[config.mk]
export PLATFORM = sky130hd
export DESIGN_NAME = light_pulse_run_length_decoder_flat
export DESIGN_NICKNAME = d
export VERILOG_FILES = /design/src/rtl/lprl_pkg.sv /design/src/rtl/lprl_if.sv /design/src/rtl/lprl_front.sv /design/src/rtl/lprl_fifo.sv /design/src/rtl/lprl_back.sv /design/src/rtl/light_pulse_run_length_decoder.sv /design/src/flat_wrapper.sv
export SDC_FILE = /design/constraint.sdc
export NUM_CORES = 1
export LEC_CHECK = 0
export ABC_AREA = 1
export BUFFER_PORTS_ARGS = -buffer_cell sky130_fd_sc_hd__buf_2
export CORE_MARGIN = 2
export CORE_UTILIZATION = 60
export CTS_BUF_LIST = sky130_fd_sc_hd__clkbuf_4 sky130_fd_sc_hd__clkbuf_8
export DETAILED_ROUTE_END_ITERATION = 8
export PLACE_DENSITY = 0.9
export SYNTH_ARGS = -nofsm -noshare
export SYNTH_HDL_FRONTEND = slang
export SYNTH_SLANG_ARGS = --single-unit
[constraint.sdc]
create_clock -name clk_i -period 16 [get_ports clk_i]
set_clock_uncertainty 0.05 [all_clocks]
set_input_delay 1.6 -clock clk_i [delete_from_list [all_inputs] [get_ports clk_i]]
set_output_delay 1.6 -clock clk_i [all_outputs]
set_load 0.01 [all_outputs]
[src/rtl/lprl_pkg.sv]
// Package for the light pulse run-length decoder: widths, reset values,
// register codes and the sample class type shared by all blocks.
// No dependencies.
package lprl_pkg;

  localparam int SAMPLE_W   = 12;
  localparam int THR_W      = 12;
  localparam int TOL_W      = 8;
  localparam int CFG_DATA_W = 12;
  localparam int CFG_IDX_W  = 2;

  localparam int FRAME_LEN  = 12;
  localparam int COUNT_BITS = 16;
  localparam int POS_W      = $clog2(FRAME_LEN + 1);

  localparam int FIFO_DEPTH = 2;
  localparam int FIFO_PTR_W = $clog2(FIFO_DEPTH);
  localparam int FIFO_CNT_W = $clog2(FIFO_DEPTH + 1);

  localparam logic [THR_W-1:0] LOW_THR_RST  = THR_W'(117);
  localparam logic [THR_W-1:0] HIGH_THR_RST = THR_W'(651);
  localparam logic [TOL_W-1:0] RUN_TOL_RST  = TOL_W'(15);

  typedef enum logic [CFG_IDX_W-1:0] {
    CFG_LOW_THR  = 2'd0,
    CFG_HIGH_THR = 2'd1,
    CFG_RUN_TOL  = 2'd2
  } cfg_reg_e;

  // Classification of one sample: both flags may be set when the
  // thresholds overlap.
  typedef struct packed {
    logic dark;
    logic lit;
  } sample_class_t;

endpackage

[src/rtl/lprl_if.sv]
// Handshake interfaces of the light pulse run-length decoder: sample input,
// frame output and configuration write channel.
// Depends on lprl_pkg.
interface lprl_sample_if;
  logic                          valid;
  logic                          ready;
  logic [lprl_pkg::SAMPLE_W-1:0] adc_sample;

  modport source (output valid, output adc_sample, input ready);
  modport sink   (input valid, input adc_sample, output ready);
endinterface

interface lprl_frame_if;
  logic                           valid;
  logic                           ready;
  logic [lprl_pkg::FRAME_LEN-1:0] frame_bits;

  modport source (output valid, output frame_bits, input ready);
  modport sink   (input valid, input frame_bits, output ready);
endinterface

interface lprl_cfg_if;
  logic                            valid;
  logic                            ready;
  logic [lprl_pkg::CFG_IDX_W-1:0]  index;
  logic [lprl_pkg::CFG_DATA_W-1:0] data;

  modport source (output valid, output index, output data, input ready);
  modport sink   (input valid, input index, input data, output ready);
endinterface

[src/rtl/lprl_front.sv]
// Front end: holds the configuration registers and sorts each accepted
// sample into dark and lit classes for the queue.
// Depends on lprl_pkg and lprl_if.
module lprl_front (
  input  logic                          clk_i,
  input  logic                          rst_ni,
  lprl_sample_if.sink                   sample_i,
  lprl_cfg_if.sink                      cfg_i,
  input  logic                          q_ready_i,
  output logic                          q_push_o,
  output lprl_pkg::sample_class_t       q_data_o,
  output logic [lprl_pkg::TOL_W-1:0]    run_tol_o
);

  logic [lprl_pkg::THR_W-1:0] low_thr_q, low_thr_d;
  logic [lprl_pkg::THR_W-1:0] high_thr_q, high_thr_d;
  logic [lprl_pkg::TOL_W-1:0] run_tol_q, run_tol_d;

  assign cfg_i.ready = 1'b1;

  always_comb begin
    low_thr_d  = low_thr_q;
    high_thr_d = high_thr_q;
    run_tol_d  = run_tol_q;
    if (cfg_i.valid) begin
      case (lprl_pkg::cfg_reg_e'(cfg_i.index))
        lprl_pkg::CFG_LOW_THR:  low_thr_d  = cfg_i.data[lprl_pkg::THR_W-1:0];
        lprl_pkg::CFG_HIGH_THR: high_thr_d = cfg_i.data[lprl_pkg::THR_W-1:0];
        lprl_pkg::CFG_RUN_TOL:  run_tol_d  = cfg_i.data[lprl_pkg::TOL_W-1:0];
        default: ;
      endcase
    end
  end

  always_ff @(posedge clk_i or negedge rst_ni) begin
    if (!rst_ni) begin
      low_thr_q  <= lprl_pkg::LOW_THR_RST;
      high_thr_q <= lprl_pkg::HIGH_THR_RST;
      run_tol_q  <= lprl_pkg::RUN_TOL_RST;
    end else begin
      low_thr_q  <= low_thr_d;
      high_thr_q <= high_thr_d;
      run_tol_q  <= run_tol_d;
    end
  end

  assign sample_i.ready = q_ready_i;
  assign q_push_o       = sample_i.valid && q_ready_i;
  assign q_data_o.dark  = (sample_i.adc_sample <= low_thr_q);
  assign q_data_o.lit   = (sample_i.adc_sample >= high_thr_q);
  assign run_tol_o      = run_tol_q;

endmodule

[src/rtl/lprl_fifo.sv]
// Short queue of sample classes between the front and the back end.
// Depends on lprl_pkg.
module lprl_fifo (
  input  logic                    clk_i,
  input  logic                    rst_ni,
  input  logic                    push_i,
  input  lprl_pkg::sample_class_t data_i,
  output logic                    ready_o,
  input  logic                    pop_i,
  output logic                    valid_o,
  output lprl_pkg::sample_class_t data_o
);

  lprl_pkg::sample_class_t mem_q [lprl_pkg::FIFO_DEPTH];
  logic [lprl_pkg::FIFO_PTR_W-1:0] wr_ptr_q, wr_ptr_d;
  logic [lprl_pkg::FIFO_PTR_W-1:0] rd_ptr_q, rd_ptr_d;
  logic [lprl_pkg::FIFO_CNT_W-1:0] count_q, count_d;
  logic do_push, do_pop;

  assign ready_o = (count_q != lprl_pkg::FIFO_CNT_W'(lprl_pkg::FIFO_DEPTH));
  assign valid_o = (count_q != '0);
  assign data_o  = mem_q[rd_ptr_q];
  assign do_push = push_i && ready_o;
  assign do_pop  = pop_i && valid_o;

  always_comb begin
    wr_ptr_d = wr_ptr_q;
    rd_ptr_d = rd_ptr_q;
    count_d  = count_q;
    if (do_push) begin
      wr_ptr_d = (wr_ptr_q == lprl_pkg::FIFO_PTR_W'(lprl_pkg::FIFO_DEPTH - 1)) ?
                 '0 : wr_ptr_q + 1'b1;
    end
    if (do_pop) begin
      rd_ptr_d = (rd_ptr_q == lprl_pkg::FIFO_PTR_W'(lprl_pkg::FIFO_DEPTH - 1)) ?
                 '0 : rd_ptr_q + 1'b1;
    end
    if (do_push && !do_pop) begin
      count_d = count_q + 1'b1;
    end else if (!do_push && do_pop) begin
      count_d = count_q - 1'b1;
    end
  end

  always_ff @(posedge clk_i or negedge rst_ni) begin
    if (!rst_ni) begin
      wr_ptr_q <= '0;
      rd_ptr_q <= '0;
      count_q  <= '0;
    end else begin
      wr_ptr_q <= wr_ptr_d;
      rd_ptr_q <= rd_ptr_d;
      count_q  <= count_d;
    end
  end

  always_ff @(posedge clk_i) begin
    if (do_push) begin
      mem_q[wr_ptr_q] <= data_i;
    end
  end

endmodule

[src/rtl/lprl_back.sv]
// Back end: run counters, header references, bit gathering and the frame
// output register.
// Depends on lprl_pkg and lprl_if.
module lprl_back (
  input  logic                       clk_i,
  input  logic                       rst_ni,
  input  logic                       cls_valid_i,
  input  lprl_pkg::sample_class_t    cls_i,
  output logic                       cls_pop_o,
  input  logic [lprl_pkg::TOL_W-1:0] run_tol_i,
  lprl_frame_if.source               frame_o
);

  localparam int CW = lprl_pkg::COUNT_BITS;
  localparam int PW = lprl_pkg::POS_W;
  localparam int FL = lprl_pkg::FRAME_LEN;

  logic [CW-1:0] dark_run_q, dark_run_d, lit_run_q, lit_run_d;
  logic [CW-1:0] dark_ref_q, dark_ref_d, lit_ref_q, lit_ref_d;
  logic [PW-1:0] pos_q, pos_d;
  logic [FL-1:0] frame_q, frame_d;
  logic          start_seen_q, start_seen_d;
  logic          lit_ref_ok_q, lit_ref_ok_d;
  logic          dark_ref_ok_q, dark_ref_ok_d;
  logic          rising_q, rising_d;
  logic          out_valid_q, out_valid_d;
  logic [FL-1:0] out_bits_q, out_bits_d;

  logic          take;
  logic [CW-1:0] dark_run1, lit_run1, run_sel, ref_sel, run_diff;
  logic          rising1, far;
  logic [1:0]    put_n;
  logic          put_v;
  logic [PW:0]   pos_next;
  logic [FL-1:0] frame_next;

  assign take      = cls_valid_i && (!out_valid_q || frame_o.ready);
  assign cls_pop_o = take;

  always_comb begin
    dark_run1 = dark_run_q;
    lit_run1  = lit_run_q;
    rising1   = rising_q;
    // The dark update comes first, so a sample in both classes ends rising.
    if (cls_i.dark) begin
      if (dark_run1 != '1) begin
        dark_run1 = dark_run1 + 1'b1;
      end
      if (lit_run_q != '0) begin
        rising1 = 1'b0;
      end
    end
    if (cls_i.lit) begin
      if (lit_run1 != '1) begin
        lit_run1 = lit_run1 + 1'b1;
      end
      if (dark_run1 != '0) begin
        rising1 = 1'b1;
      end
    end
  end

  // Distance of the ended run from its reference.
  assign run_sel  = rising1 ? dark_run1 : lit_run1;
  assign ref_sel  = rising1 ? dark_ref_q : lit_ref_q;
  assign run_diff = (run_sel >= ref_sel) ? run_sel - ref_sel : ref_sel - run_sel;
  assign far      = (run_diff >= CW'(run_tol_i));

  always_comb begin
    dark_run_d    = dark_run1;
    lit_run_d     = lit_run1;
    dark_ref_d    = dark_ref_q;
    lit_ref_d     = lit_ref_q;
    start_seen_d  = start_seen_q;
    lit_ref_ok_d  = lit_ref_ok_q;
    dark_ref_ok_d = dark_ref_ok_q;
    rising_d      = rising1;
    put_n         = 2'd0;
    put_v         = 1'b0;

    if (dark_run1 != '0 && lit_run1 != '0 && int'(pos_q) < FL) begin
      if (rising1) begin
        if (!lit_ref_ok_q && !dark_ref_ok_q) begin
          put_n        = 2'd1;
          start_seen_d = 1'b1;
        end else if (lit_ref_ok_q && !dark_ref_ok_q) begin
          put_n         = 2'd1;
          dark_ref_d    = dark_run1;
          dark_ref_ok_d = 1'b1;
          start_seen_d  = 1'b0;
        end else if (lit_ref_ok_q && dark_ref_ok_q && !start_seen_q) begin
          put_n = far ? 2'd2 : 2'd1;
        end
        dark_run_d = '0;
      end else begin
        put_v = 1'b1;
        if (start_seen_q) begin
          put_n        = 2'd1;
          lit_ref_d    = lit_run1;
          lit_ref_ok_d = 1'b1;
        end else if (lit_ref_ok_q && dark_ref_ok_q) begin
          put_n = far ? 2'd2 : 2'd1;
        end
        lit_run_d = '0;
      end
    end

    // The second bit of a double run is dropped once the frame is full.
    if (put_n == 2'd2 && int'(pos_q) + 1 >= FL) begin
      put_n = 2'd1;
    end
    pos_next = {1'b0, pos_q} + (PW + 1)'(put_n);

    frame_next = frame_q;
    for (int i = 0; i < FL; i++) begin
      if ((put_n != 2'd0 && i == int'(pos_q)) ||
          (put_n == 2'd2 && i == int'(pos_q) + 1)) begin
        frame_next[i] = put_v;
      end
    end
    frame_d = frame_next;
    pos_d   = pos_next[PW-1:0];

    out_valid_d = out_valid_q && !frame_o.ready;
    out_bits_d  = out_bits_q;
    if (int'(pos_next) >= FL) begin
      out_valid_d   = take;
      out_bits_d    = frame_next;
      dark_run_d    = '0;
      lit_run_d     = '0;
      dark_ref_d    = '0;
      lit_ref_d     = '0;
      pos_d         = '0;
      frame_d       = '0;
      start_seen_d  = 1'b0;
      lit_ref_ok_d  = 1'b0;
      dark_ref_ok_d = 1'b0;
    end
  end

  always_ff @(posedge clk_i or negedge rst_ni) begin
    if (!rst_ni) begin
      dark_run_q    <= '0;
      lit_run_q     <= '0;
      dark_ref_q    <= '0;
      lit_ref_q     <= '0;
      pos_q         <= '0;
      frame_q       <= '0;
      start_seen_q  <= 1'b0;
      lit_ref_ok_q  <= 1'b0;
      dark_ref_ok_q <= 1'b0;
      rising_q      <= 1'b1;
      out_valid_q   <= 1'b0;
    end else begin
      if (take) begin
        dark_run_q    <= dark_run_d;
        lit_run_q     <= lit_run_d;
        dark_ref_q    <= dark_ref_d;
        lit_ref_q     <= lit_ref_d;
        pos_q         <= pos_d;
        frame_q       <= frame_d;
        start_seen_q  <= start_seen_d;
        lit_ref_ok_q  <= lit_ref_ok_d;
        dark_ref_ok_q <= dark_ref_ok_d;
        rising_q      <= rising_d;
      end
      out_valid_q <= take ? out_valid_d : (out_valid_q && !frame_o.ready);
    end
  end

  always_ff @(posedge clk_i) begin
    if (take) begin
      out_bits_q <= out_bits_d;
    end
  end

  assign frame_o.valid      = out_valid_q;
  assign frame_o.frame_bits = out_bits_q;

endmodule

[src/rtl/light_pulse_run_length_decoder.sv]
// Light pulse run-length decoder, top level. One ADC sample is accepted per
// clock cycle, and when nothing stalls a decoded frame is presented on the
// frame channel by the back end's output register once the sample completing
// it has left the queue. The front end compares each sample against the two
// thresholds as it is accepted and pushes the class into a two-entry queue;
// the back end takes one class per cycle from that queue into the run
// counters and the frame store. The back end holds a single output register,
// so it stops whenever a finished frame waits to be taken; the queue then
// fills up and sample ready drops once it is full. Configuration writes are
// always accepted and take effect from the next cycle.
// Depends on lprl_pkg, lprl_if, lprl_front, lprl_fifo and lprl_back.
module light_pulse_run_length_decoder (
  input  logic          clk_i,
  input  logic          rst_ni,
  lprl_sample_if.sink   sample_i,
  lprl_cfg_if.sink      cfg_i,
  lprl_frame_if.source  frame_o
);

  // Classes travel from the front end to the back end through the queue.
  logic                             q_ready;
  logic                             q_push;
  lprl_pkg::sample_class_t          q_in;
  logic                             q_valid;
  logic                             q_pop;
  lprl_pkg::sample_class_t          q_out;
  logic [lprl_pkg::TOL_W-1:0]       run_tol;

  // Threshold compares and the configuration registers.
  lprl_front u_front (
    .clk_i     (clk_i),
    .rst_ni    (rst_ni),
    .sample_i  (sample_i),
    .cfg_i     (cfg_i),
    .q_ready_i (q_ready),
    .q_push_o  (q_push),
    .q_data_o  (q_in),
    .run_tol_o (run_tol)
  );

  // The queue lets the front end keep taking samples while a frame waits.
  lprl_fifo u_fifo (
    .clk_i   (clk_i),
    .rst_ni  (rst_ni),
    .push_i  (q_push),
    .data_i  (q_in),
    .ready_o (q_ready),
    .pop_i   (q_pop),
    .valid_o (q_valid),
    .data_o  (q_out)
  );

  // Run counting, header handling, bit gathering and frame output.
  lprl_back u_back (
    .clk_i       (clk_i),
    .rst_ni      (rst_ni),
    .cls_valid_i (q_valid),
    .cls_i       (q_out),
    .cls_pop_o   (q_pop),
    .run_tol_i   (run_tol),
    .frame_o     (frame_o)
  );

endmodule

[src/flat_wrapper.sv]
// flat-port wrapper written by rule: the top's interface ports become plain ports
module light_pulse_run_length_decoder_flat 
  (clk_i, rst_ni, sample_i_valid, sample_i_adc_sample, sample_i_ready, cfg_i_valid, cfg_i_index, cfg_i_data, cfg_i_ready, frame_o_valid, frame_o_frame_bits, frame_o_ready);
  lprl_sample_if sample_i_i ();
  lprl_cfg_if cfg_i_i ();
  lprl_frame_if frame_o_i ();
  input  logic clk_i;
  input  logic rst_ni;
  input wire logic [$bits(sample_i_i.valid)-1:0] sample_i_valid;
  input wire logic [$bits(sample_i_i.adc_sample)-1:0] sample_i_adc_sample;
  output wire logic [$bits(sample_i_i.ready)-1:0] sample_i_ready;
  input wire logic [$bits(cfg_i_i.valid)-1:0] cfg_i_valid;
  input wire logic [$bits(cfg_i_i.index)-1:0] cfg_i_index;
  input wire logic [$bits(cfg_i_i.data)-1:0] cfg_i_data;
  output wire logic [$bits(cfg_i_i.ready)-1:0] cfg_i_ready;
  output wire logic [$bits(frame_o_i.valid)-1:0] frame_o_valid;
  output wire logic [$bits(frame_o_i.frame_bits)-1:0] frame_o_frame_bits;
  input wire logic [$bits(frame_o_i.ready)-1:0] frame_o_ready;
  assign sample_i_i.valid = sample_i_valid;
  assign sample_i_i.adc_sample = sample_i_adc_sample;
  assign sample_i_ready = sample_i_i.ready;
  assign cfg_i_i.valid = cfg_i_valid;
  assign cfg_i_i.index = cfg_i_index;
  assign cfg_i_i.data = cfg_i_data;
  assign cfg_i_ready = cfg_i_i.ready;
  assign frame_o_valid = frame_o_i.valid;
  assign frame_o_frame_bits = frame_o_i.frame_bits;
  assign frame_o_i.ready = frame_o_ready;
  light_pulse_run_length_decoder u_core (.clk_i(clk_i), .rst_ni(rst_ni), .sample_i(sample_i_i), .cfg_i(cfg_i_i), .frame_o(frame_o_i));
endmodule
=== Word level (Yosys, flattened, before mapping) ===
Memory sizes are Yosys's and may differ from the RTL's.
Cells that the tools add are included.

* Memories: 1
* RAM bits: 4
* Word-level logic and storage cells: 219
* Bits in registers: 133
* Input bits: 31

{| class="wikitable"
|+ Memory list
! memory !! depth !! bits a word !! rd ports !! clocked after Yosys merged registers in !! write ports !! RTL line !! text
|-
| u_core.u_fifo.mem_q || 2 || 2 || 1 || 0 || 1 || lprl_fifo.sv:14 || <nowiki>lprl_pkg::sample_class_t mem_q [lprl_pkg::FIFO_DEPTH];</nowiki>
|}

* Order comparisons: 7
* Muxes and demuxes: 73
* Add/subtract/negate cells: 10
* Equal/unequal tests: 31
* Reduce and logical (&&, ||, !) cells: 79

{| class="wikitable"
|+ Operator list
! kind !! number
|-
| 16-bit two-way mux || 22
|-
| 4-bit by 32-bit equality test with 1-bit output (first input constant) || 4
|-
| 5-bit by 32-bit equality test with 1-bit output (first input constant) || 3
|-
| 3-bit by 32-bit equality test with 1-bit output (first input constant) || 2
|-
| 16-bit nonzero test || 3
|-
| 1-bit logical AND || 38
|-
| 1-bit two-way mux || 38
|-
| 16-bit by 1-bit adder with 16-bit output (second input constant) || 2
|-
| 2-bit by 32-bit equality test with 1-bit output (first input constant) || 1
|-
| 4-bit equality test (first input constant) || 8
|-
| 32-bit by 5-bit >= comparator with 1-bit output (second input constant) || 1
|-
| 32-bit logical NOT || 1
|-
| 16-bit inequality test (second input constant) || 2
|-
| 16-bit subtractor || 2
|-
| 2-bit two-way mux || 11
|-
| 16-bit >= comparator || 1
|-
| 16-bit by 8-bit >= comparator with 1-bit output || 1
|-
| 2-bit nonzero test || 7
|-
| 1-bit logical OR || 13
|-
| 12-bit >= comparator || 1
|-
| 12-bit <= comparator || 1
|-
| 12-bit two-way mux || 1
|-
| 3-bit by 4-bit equality test with 1-bit output (first input constant) || 2
|-
| 2-bit AND reduction || 4
|-
| other kinds (20) || 31
|}

=== Depth between registers and ports, before layout ===
Gate-level depths: netlist (run 1).

* Depth after elaboration: 24
* Depth in mapped cells: 67
* Gate-level depth less buffers: 64

=== Hierarchy ===
From an unflattened synthesis (run 1), not the netlist that was laid out.

* Cells, all modules: 1,532
* Area, all modules: 10,689.0 um^2

{| class="wikitable"
|+ By module, submodules not included
! module !! times used !! area an instance (um^2) !! cells an instance
|-
| lprl_back || 1 || 8,231.6 || 1,261
|-
| lprl_front || 1 || 2,069.5 || 232
|-
| lprl_fifo || 1 || 387.9 || 39
|}

=== Worst setup path before layout (run 1) ===
Ideal clock, no wire load.

* Kind: reg-to-reg
* Start point: register u_core.u_back.dark_run_q[1]
* End point: register u_core.u_back.lit_ref_q[2]
* Arrival: 7.706 ns
* Slack: 8.118 ns
* Period minus slack after synthesis: 7.882 ns
* Data required time: 15.824 ns
* Path buffers: 4
* Setup time: 0.126 ns
* Cell stages (with the launch flop): 61
* Cells stage by stage: dfrtp_1 -> ha_1 -> inv_1 -> nor2_4 -> nand2_4 -> nor2_8 -> nand2_1 -> nand2_1 -> nand3_2 -> nor2_1 -> nand2_1 -> nor2_2 -> nand2_2 -> nand2_2 -> nand2_2 -> buf_6 -> clkbuf_1 -> o21ai_0 -> [... 25 more ...] -> nor2_2 -> nand3_1 -> nand2_1 -> nand3_2 -> o21ai_0 -> ha_1 -> inv_1 -> fa_1 -> xnor2_1 -> inv_1 -> or2_2 -> nand2_1 -> inv_1 -> nor2_1 -> a31oi_2 -> buf_2 -> nand2_1 -> o21ai_0

* Cells in the longest elaborated chain, start to end: 23
* Elaborated cells on any way between the ends: 34

{| class="wikitable"
|+ Ends and longest elaborated chain
! item !! RTL line !! text
|-
| from (decl) || lprl_back.sv:18 || <nowiki>logic [CW-1:0] dark_run_q, dark_run_d, lit_run_q, lit_run_d;</nowiki>
|-
| from (signal assigned) || lprl_back.sv:156 || <nowiki>dark_run_q <= dark_run_d;</nowiki>
|-
| 16-bit by 1-bit adder with 16-bit output / 16-bit inequality test (equally long branches) || lprl_back.sv:47, lprl_back.sv:46 ||
|-
| 16-bit two-way mux || lprl_back.sv:46 || <nowiki>if (dark_run1 != '1) begin</nowiki>
|-
| 16-bit two-way mux (*) || lprl_back.sv:45 || <nowiki>if (cls_i.dark) begin</nowiki>
|-
| 16-bit nonzero test || lprl_back.sv:57, lprl_back.sv:81 ||
|-
| 1-bit two-way mux || lprl_back.sv:57 || <nowiki>if (dark_run1 != '0) begin</nowiki>
|-
| 1-bit two-way mux || lprl_back.sv:53 || <nowiki>if (cls_i.lit) begin</nowiki>
|-
| 16-bit two-way mux (on tied branches) || lprl_back.sv:65, lprl_back.sv:64 ||
|-
| 16-bit subtractor / 16-bit >= comparator (equally long branches) || lprl_back.sv:66 || <nowiki>assign run_diff = (run_sel >= ref_sel) ? run_sel - ref_sel : ref_sel - run_sel;</nowiki>
|-
| [... 7 more ...] || - ||
|-
| 2-bit two-way mux || lprl_back.sv:81 || <nowiki>if (dark_run1 != '0 && lit_run1 != '0 && int'(pos_q) < FL) begin</nowiki>
|-
| 2-bit equality test || lprl_back.sv:109 || <nowiki>if (put_n == 2'd2 && int'(pos_q) + 1 >= FL) begin</nowiki>
|-
| 1-bit logical AND || lprl_back.sv:109 ||
|-
| 2-bit two-way mux || lprl_back.sv:109 ||
|-
| 4-bit by 2-bit adder with 5-bit output || lprl_back.sv:112 || <nowiki>pos_next = {1'b0, pos_q} + (PW + 1)'(put_n);</nowiki>
|-
| 5-bit by 4-bit >= comparator with 1-bit output || lprl_back.sv:126 || <nowiki>if (int'(pos_next) >= FL) begin</nowiki>
|-
| 2-bit by 1-bit inequality test with 1-bit output (no line) / 2-bit nonzero test (equally long branches) || - ||
|-
| 4-bit AND reduction (no line) || - ||
|-
| to (signal assigned) || lprl_back.sv:159 || <nowiki>lit_ref_q <= lit_ref_d;</nowiki>
|-
| to (decl) || lprl_back.sv:19 || <nowiki>logic [CW-1:0] dark_ref_q, dark_ref_d, lit_ref_q, lit_ref_d;</nowiki>
|}

Every way passes the cells marked *; elsewhere a longest branch is shown, timed or not.
A chain may end at the register's enable or synchronous reset.

=== Final worst setup path (run 1) ===
* Start point: register u_core.u_fifo.rd_ptr_q
* End point: register u_core.u_back.dark_ref_q[0]

* Cells in the longest elaborated chain, start to end: 22
* Elaborated cells on any way between the ends: 40

{| class="wikitable"
|+ Ends and longest elaborated chain
! item !! RTL line !! text
|-
| from (decl) || lprl_fifo.sv:16 || <nowiki>logic [lprl_pkg::FIFO_PTR_W-1:0] rd_ptr_q, rd_ptr_d;</nowiki>
|-
| from (signal assigned) || lprl_fifo.sv:52 || <nowiki>rd_ptr_q <= rd_ptr_d;</nowiki>
|-
| memory 2 x 2 bit (*) || - ||
|-
| 16-bit two-way mux || lprl_back.sv:45 ||
|-
| 16-bit nonzero test || lprl_back.sv:57, lprl_back.sv:81 ||
|-
| 1-bit two-way mux || lprl_back.sv:57 ||
|-
| 1-bit two-way mux || lprl_back.sv:53 ||
|-
| 16-bit two-way mux (on tied branches) || lprl_back.sv:65, lprl_back.sv:64 ||
|-
| 16-bit subtractor / 16-bit >= comparator (equally long branches) || lprl_back.sv:66 ||
|-
| 16-bit two-way mux || lprl_back.sv:66 ||
|-
| [... 6 more ...] || - ||
|-
| 2-bit two-way mux || lprl_back.sv:81 ||
|-
| 2-bit equality test || lprl_back.sv:109 ||
|-
| 1-bit logical AND || lprl_back.sv:109 ||
|-
| 2-bit two-way mux || lprl_back.sv:109 ||
|-
| 4-bit by 2-bit adder with 5-bit output || lprl_back.sv:112 ||
|-
| 5-bit by 4-bit >= comparator with 1-bit output || lprl_back.sv:126 ||
|-
| 2-bit by 1-bit inequality test with 1-bit output (no line) / 2-bit nonzero test (equally long branches) || - ||
|-
| 5-bit AND reduction (no line) || - ||
|-
| to (signal assigned) || lprl_back.sv:158 || <nowiki>dark_ref_q <= dark_ref_d;</nowiki>
|-
| to (decl) || lprl_back.sv:19 ||
|}

Every way passes the cells marked *; elsewhere a longest branch is shown, timed or not. The select of a mux whose other input is x is not followed.

==> results of run 1 <==
[worst register-to-register path, delay by kind of cell, from the launching register on]
| kind | cells | cell delay (ns) |
|---|---|---|
| AND/OR/NAND/NOR | 37 | 5.01 |
| buffers and inverters | 11 | 1.82 |
| adder cells (fa/ha/maj) | 4 | 1.32 |
| AO/OA/AOI/OAI | 5 | 1.24 |
| flip-flops | 1 | 0.43 |
| XOR/XNOR | 2 | 0.34 |
[cells in the mapped netlist (all sizes together) (15+ instances only)]
cell | count | area share (%)
a21oi | 46 | 2.3
buf | 21 | 1.2
clkbuf | 19 | 0.69
dfrtp | 106 | 26
dfstp | 15 | 3.8
edfxtp | 16 | 4.7
ha | 69 | 8.4
inv | 262 | 9.5
nand2 | 430 | 16
nand3 | 107 | 5.4
nand4 | 23 | 1.5
nor2 | 122 | 5.3
o21ai | 139 | 6.8
o22ai | 32 | 1.9
xor2 | 22 | 1.9
[metal layers]
metal / track usage [%] / vias to the layer above
met5: 0 / -
met2: 47.6 / 443
met3: 6.73 / 57
li1: - / 4809
met1: 41.8 / 4577
met4: 9.26 / 0
[stage by stage]
| step | hold WS, ns | area (sq um) |
|---|---|---|
| after floorplan | 0.396 | 10300 |
| after global placement | 0.412 | 10700 |
| after detailed placement | 0.416 | 10700 |
| after CTS | 0.439 | 11100 |
| after global routing | 0.457 | 11100 |
| final | 0.435 | 11100 |
[path summary, 6_finish.rpt]
check	start	to	slack, ns
min in group asynchronous	rst_ni	u_core.u_front.low_thr_q[8]$_DFFE_PN0P_	1.09
min reg2reg	u_core.u_fifo.count_q[0]$_DFFE_PN0P_	u_core.u_fifo.count_q[0]$_DFFE_PN0P_	0.44
max reg2reg	u_core.u_fifo.rd_ptr_q$_DFFE_PN0P_	u_core.u_back.dark_ref_q[0]$_DFFE_PN0P_	5.69
max in group asynchronous	rst_ni	u_core.u_back.lit_ref_q[9]$_DFFE_PN0P_	13.51
min	u_core.u_fifo.count_q[0]$_DFFE_PN0P_	u_core.u_fifo.count_q[0]$_DFFE_PN0P_	0.44
max	u_core.u_fifo.rd_ptr_q$_DFFE_PN0P_	u_core.u_back.dark_ref_q[0]$_DFFE_PN0P_	5.69
[final cells by class]
cell class | count | area [sq um]
multi-input combinational | 1056 | 5640
fill | 1403 | 5630
sequential | 137 | 3530
clock buffer | 21 | 277
tap | 220 | 275
inverter | 262 | 983
clock inverter | 11 | 114
timing repair buffer | 48 | 253
[cells by family (layout without fill, tap and decap cells)]
family | after synthesis | after routing
flip-flops | 137 | 137
other | 1 | 1
buffers and inverters | 302 | 342
AND/OR/NAND/NOR | 721 | 721
XOR/XNOR | 28 | 28
AO/OA/AOI/OAI | 233 | 233
adder cells (fa/ha/maj) | 72 | 72
multiplexers | 1 | 1
[registers in the layout, summed over array words and instances (netlist names), 2 cells and up]
name                              flops
u_core.u_back.frame_o.frame_bits     12
u_core.u_back.frame_q                12
u_core.u_front.run_tol_o              8
u_core.u_back.lit_run_q              16
u_core.u_fifo.count_q                 2
u_core.u_back.pos_q                   4
u_core.u_fifo.mem_q                   4
u_core.u_front.low_thr_q             12
u_core.u_back.lit_ref_q              16
u_core.u_front.high_thr_q            12
u_core.u_back.dark_run_q             16
u_core.u_back.dark_ref_q             16
==> flow_metrics.py, run 1 <==
metrics = {
    "outcome": {
        "status": "completed",
    },
    "yosys": {
        "synth-xor-area-share_pct": 2.38,
        "synth_seq_cells": 137,
        "syn_area_per_cell_sq_um": 6.91,
        "ys_types": 51,
        "yosysSeqAreaShare_pct": 34.2,
        "ys.flop_type": "dfrtp_1",
        "synth_warnings": 0,
        "synth_edf_count": 16,
        "synth_top_family_by_area": "simple AND/OR/NAND/NOR gates",
        "postSynthCellCount": 1495,
        "synth_compound_area_share_pct": 12.2,
        "synthArstFlopShare_pct": 88.3,
        "netlist_area_sq_um": 10300,
        "syn_nets": 1598,
        "synth_simple_gate_area_share_pct": 30.8,
        "post_synth_mux_area_share_pct": 0.0969,
        "synthAdderAreaFrac_pct": 8.94,
    },
    "placement": {
        "portBuffers": 44,
        "dpl.cell_count": 1723,
        "place_ws_ns": 5.63,
        "gp_congestion": 0.962,
        "dp_hpwl_mm": 20.0,
    },
    "detailed_routing": {
        "wl_met2_mm": 12.1,
        "via_per_inst": 5.63,
        "routedWlPerCell_um": 15.1,
        "met1Wirelength_mm": 11.4,
        "drt_iter0_drc": 963,
        "wl_mm": 26.5,
        "drtPass1Iterations": 6,
        "wl_met3_mm": 2.37,
        "vias": 9886,
        "antenna_left": 0,
        "drc_errors": 0,
        "top_layer_used": "met4",
    },
    "finish": {
        "utilization_pct": 66.3,
        "syn_to_final_growth_pct": 7.21,
        "drive_gt1_share_pct": 9.84,
        "layout_common_cells": "nand2_1 (410), inv_1 (260), o21ai_0 (122)",
        "stdcell_count": 1755,
        "layout_commonest_cell": "nand2_1",
        "antenna-diode-count": 0,
        "fin_nets": 1625,
    },
    "timing": {
        "rsz0062_at_grt": "no",
        "clock.fmax_ghz": 0.0970,
        "fin_tns_setup_ns": 0,
        "relSlewSlack_pct": 32.5,
        "setup_slack_ns": 5.69,
        "setup_viol": 0,
        "period_share_pct": 64.4,
        "worstMarginPinSlew_ns": 1.01,
        "hold_viol": 0,
        "period_needed_ns": 10.31,
        "slew_violations": 0,
    },
    "global_routing": {
        "grt_first_pass_wirelength_mm": 43.9,
        "grt_pass1_vias": 9110,
        "grt_max_degree": 71,
        "antenna_found_initial": 0,
        "grt.total_usage_pct": 30.2,
        "grt_overflow": 0,
    },
    "floorplanning": {
        "dieArea_sq_um": 18300,
        "initial_core_util_pct": 61.8,
        "rows": 47,
        "core_area_sq_um": 16700,
        "io_pins": 46,
        "die_x_um": 135,
        "die_h_um": 135,
    },
    "clocking": {
        "cts_buffer_depth": 2,
        "clkSinkCount": 137,
        "cts_tree": "yes",
        "cts-resized-gates": 0,
        "clkLatencyLatePin_ns": 0.48,
        "cts-hold-fix-buffers": 0,
        "cts_setup_buffers": 0,
        "cts_buffers": 17,
        "cts.htree.levels": 4,
        "path_clk_slew_ns": 0.08,
        "cts-root-buf": "clkbuf_8",
    },
    "worst_setup_path": {
        "critPathCaptureType": "flip-flop",
        "timing.critical_path.mode_cell": "nand2_1",
        "critPathKind": "reg2reg",
        "startpoint_type": "flip-flop",
        "worst-r2r-cell-count": 59,
        "cpLargestDelayFamily": "simple AND/OR/NAND/NOR gates",
        "critPathSlowestCell": "nand2_2",
        "arrival_ns": 10.64,
        "critical_path_required_ns": 16.33,
        "max_stage_delay_ns": 0.57,
        "worst-path-stages": 59,
        "path_max_fanout": 48,
        "critPathBufInv": 11,
    },
    "run": {
        "max-cap-violations": 0,
    },
    "min_path": {
        "worstHoldPathCells": 1,
        "hp-class": "reg2reg",
    },
}
Power of run 1 is not shown: default switching activity piles up to over one toggle a cycle in this logic, so the estimate is an artifact.
==> run 2: changes to the inputs <==
--- a/config.mk
+++ b/config.mk
@@ -8,10 +8,10 @@
 export ABC_AREA = 1
 export BUFFER_PORTS_ARGS = -buffer_cell sky130_fd_sc_hd__buf_2
 export CORE_MARGIN = 2
-export CORE_UTILIZATION = 60
+export CORE_UTILIZATION = 59
 export CTS_BUF_LIST = sky130_fd_sc_hd__clkbuf_4 sky130_fd_sc_hd__clkbuf_8
 export DETAILED_ROUTE_END_ITERATION = 8
-export PLACE_DENSITY = 0.9
+export PLACE_DENSITY = 0.92
 export SYNTH_ARGS = -nofsm -noshare
 export SYNTH_HDL_FRONTEND = slang
 export SYNTH_SLANG_ARGS = --single-unit
==> constraint.sdc (replaced) <==
create_clock -name clk_i -period 8.3 [get_ports clk_i]
set_clock_uncertainty 0.05 [all_clocks]
set_input_delay 0.83 -clock clk_i [delete_from_list [all_inputs] [get_ports clk_i]]
set_output_delay 0.83 -clock clk_i [all_outputs]
set_load 0.01 [all_outputs]
==> flow_metrics.py, run 2 (synthesis gave the netlist of run 1 again) <==
metrics = {
    "outcome": {
        "status": "complete, but fails checks",
        "violations": "design-rule violations",
    },
    "clocking": {
        "clkLatencyLatePin_ns": 0.47,
        "cts_buffers": 17,
        "cts.htree.levels": 4,
        "cts_buffer_depth": 2,
        "cts-hold-fix-buffers": 0,
        "cts-root-buf": "clkbuf_8",
        "path_clk_slew_ns": 0.08,
        "clkSinkCount": 137,
        "cts_tree": "yes",
    },
    "global_routing": {
        "grt_max_degree": 71,
        "grt.total_usage_pct": 29.8,
        "grt_pass1_vias": 9371,
        "grt_overflow": 0,
        "grt_first_pass_wirelength_mm": 44.2,
        "antenna_found_initial": 0,
    },
    "worst_setup_path": {
        "critPathKind": "reg2reg",
        "critical_path_required_ns": 8.57,
        "critPathCaptureType": "flip-flop",
        "timing.critical_path.mode_cell": "nand2_1",
        "startpoint_type": "flip-flop",
        "worstSetupStartpoint": "u_core.u_back.dark_run_q[1]$_DFFE_PN0P_",
        "regToRegEndpoint": "u_core.u_back.dark_ref_q[13]$_DFFE_PN0P_",
        "path_max_fanout": 12,
        "arrival_ns": 8.44,
        "rrSetupSlack_ns": 0.13,
        "r2r_start": "u_core.u_back.dark_run_q[1]$_DFFE_PN0P_",
        "max_stage_delay_ns": 0.45,
        "critPathSlowestCell": "dfrtp_1",
        "worst-r2r-cell-count": 53,
    },
    "finish": {
        "drive_gt1_share_pct": 14.8,
        "layout_common_cells": "nand2_1 (403), inv_1 (257), dfrtp_1 (106)",
        "fin_nets": 1668,
        "syn_to_final_growth_pct": 13.4,
        "fillers": 1343,
        "layout_commonest_cell": "nand2_1",
        "antenna-diode-count": 0,
    },
    "floorplanning": {
        "rows": 48,
        "dieArea_sq_um": 18600,
        "initial_core_util_pct": 60.1,
        "die_h_um": 136,
        "die_x_um": 136,
        "io_pins": 46,
        "core_area_sq_um": 17200,
    },
    "detailed_routing": {
        "drc_errors": 1,
        "via_per_inst": 5.70,
        "drtPass1Iterations": 8,
        "drt_iter0_drc": 1101,
        "routedWlPerCell_um": 15.9,
        "wl_mm": 28.6,
        "antenna_left": 0,
        "vias": 10300,
    },
    "placement": {
        "dp_hpwl_mm": 20.2,
        "portBuffers": 44,
        "gp_congestion": 1.01,
    },
    "timing": {
        "worstMarginPinSlew_ns": 1.02,
        "fin_tns_setup_ns": 0,
        "hold_viol": 0,
        "slew_violations": 0,
        "relSlewSlack_pct": 31.6,
        "whs_ns": 0.336,
        "period_share_pct": 98.4,
        "setup_viol": 0,
        "period_needed_ns": 8.17,
        "clock.fmax_ghz": 0.122,
    },
    "min_path": {
        "hp-class": "in2async",
    },
    "run": {
        "max-cap-violations": 0,
    },
}
[run 2: per-stage QoR]
| stage | std cells | instance area (sq um) | utilization, % | setup slack (ns) |
|---|---|---|---|---|
| 3_3_place_gp | 1743 | 10800 | 62.8 | 0.170 |
| 2_1_floorplan | 1495 | 10300 | - | 0.418 |
| 5_1_grt | 1803 | 11700 | 68.2 | -0.394 |
| 4_1_cts | 1777 | 11200 | 65.2 | -0.0209 |
| 6_report | 1803 | 11700 | 68.2 | 0.131 |
| 3_5_place_dp | 1743 | 10800 | 62.8 | -0.139 |
[run 2: how the worst max path moves through the flow]
stage	endpoint	slack, ns
after detailed placement	u_core.u_back.dark_ref_q[0]$_DFFE_PN0P_	-0.14
after floorplan	u_core.u_back.lit_ref_q[2]$_DFFE_PN0P_	0.42
after CTS	u_core.u_back.lit_ref_q[4]$_DFFE_PN0P_	-0.02
final	u_core.u_back.dark_ref_q[13]$_DFFE_PN0P_	0.13
after global routing	u_core.u_back.dark_ref_q[6]$_DFFE_PN0P_	-0.39
after global placement	u_core.u_back.dark_ref_q[0]$_DFFE_PN0P_	0.17
[run 2: critical path: cells and delay by family, from the launching register on]
| family | cells | cell delay (ns) |
|---|---|---|
| AND/OR/NAND/NOR | 33 | 4.03 |
| adder cells (fa/ha/maj) | 5 | 1.41 |
| buffers and inverters | 8 | 0.93 |
| AO/OA/AOI/OAI | 5 | 0.79 |
| flip-flops | 1 | 0.45 |
| XOR/XNOR | 2 | 0.33 |
[run 2: timing repair]
action / 4_1_cts / 5_1_grt
setup endpoints to repair: 34 / 96
gates resized for setup: 3 / 90
gates cloned: 0 / 3
setup buffers: 2 / 23
pin swaps: 1 / 20
[run 2: cell type report]
type                    count  area [sq um]  share of cell area (%)
multi-input cells        1056          5890                    50.3
flip-flops and latches    137          3530                    30.1
inverters                 262          1000                    8.54
repair buffers             90           621                    5.30
well taps                 225           282                    2.40
clock buffers              17           234                    2.00
clock inverters            15           154                    1.31
repair inverters            1          6.26                  0.0534
[run 2: routing by layer]
metal / vias up / GRT usage, % / share of wire, %
met4: 0 / 10.8 / 3.1
met5: - / 0 / 0
met1: 4776 / 40.5 / 42
li1: 4904 / - / -
met3: 83 / 4.96 / 8.2
met2: 511 / 48.2 / 47
Power of run 2 is left out for the same reason.
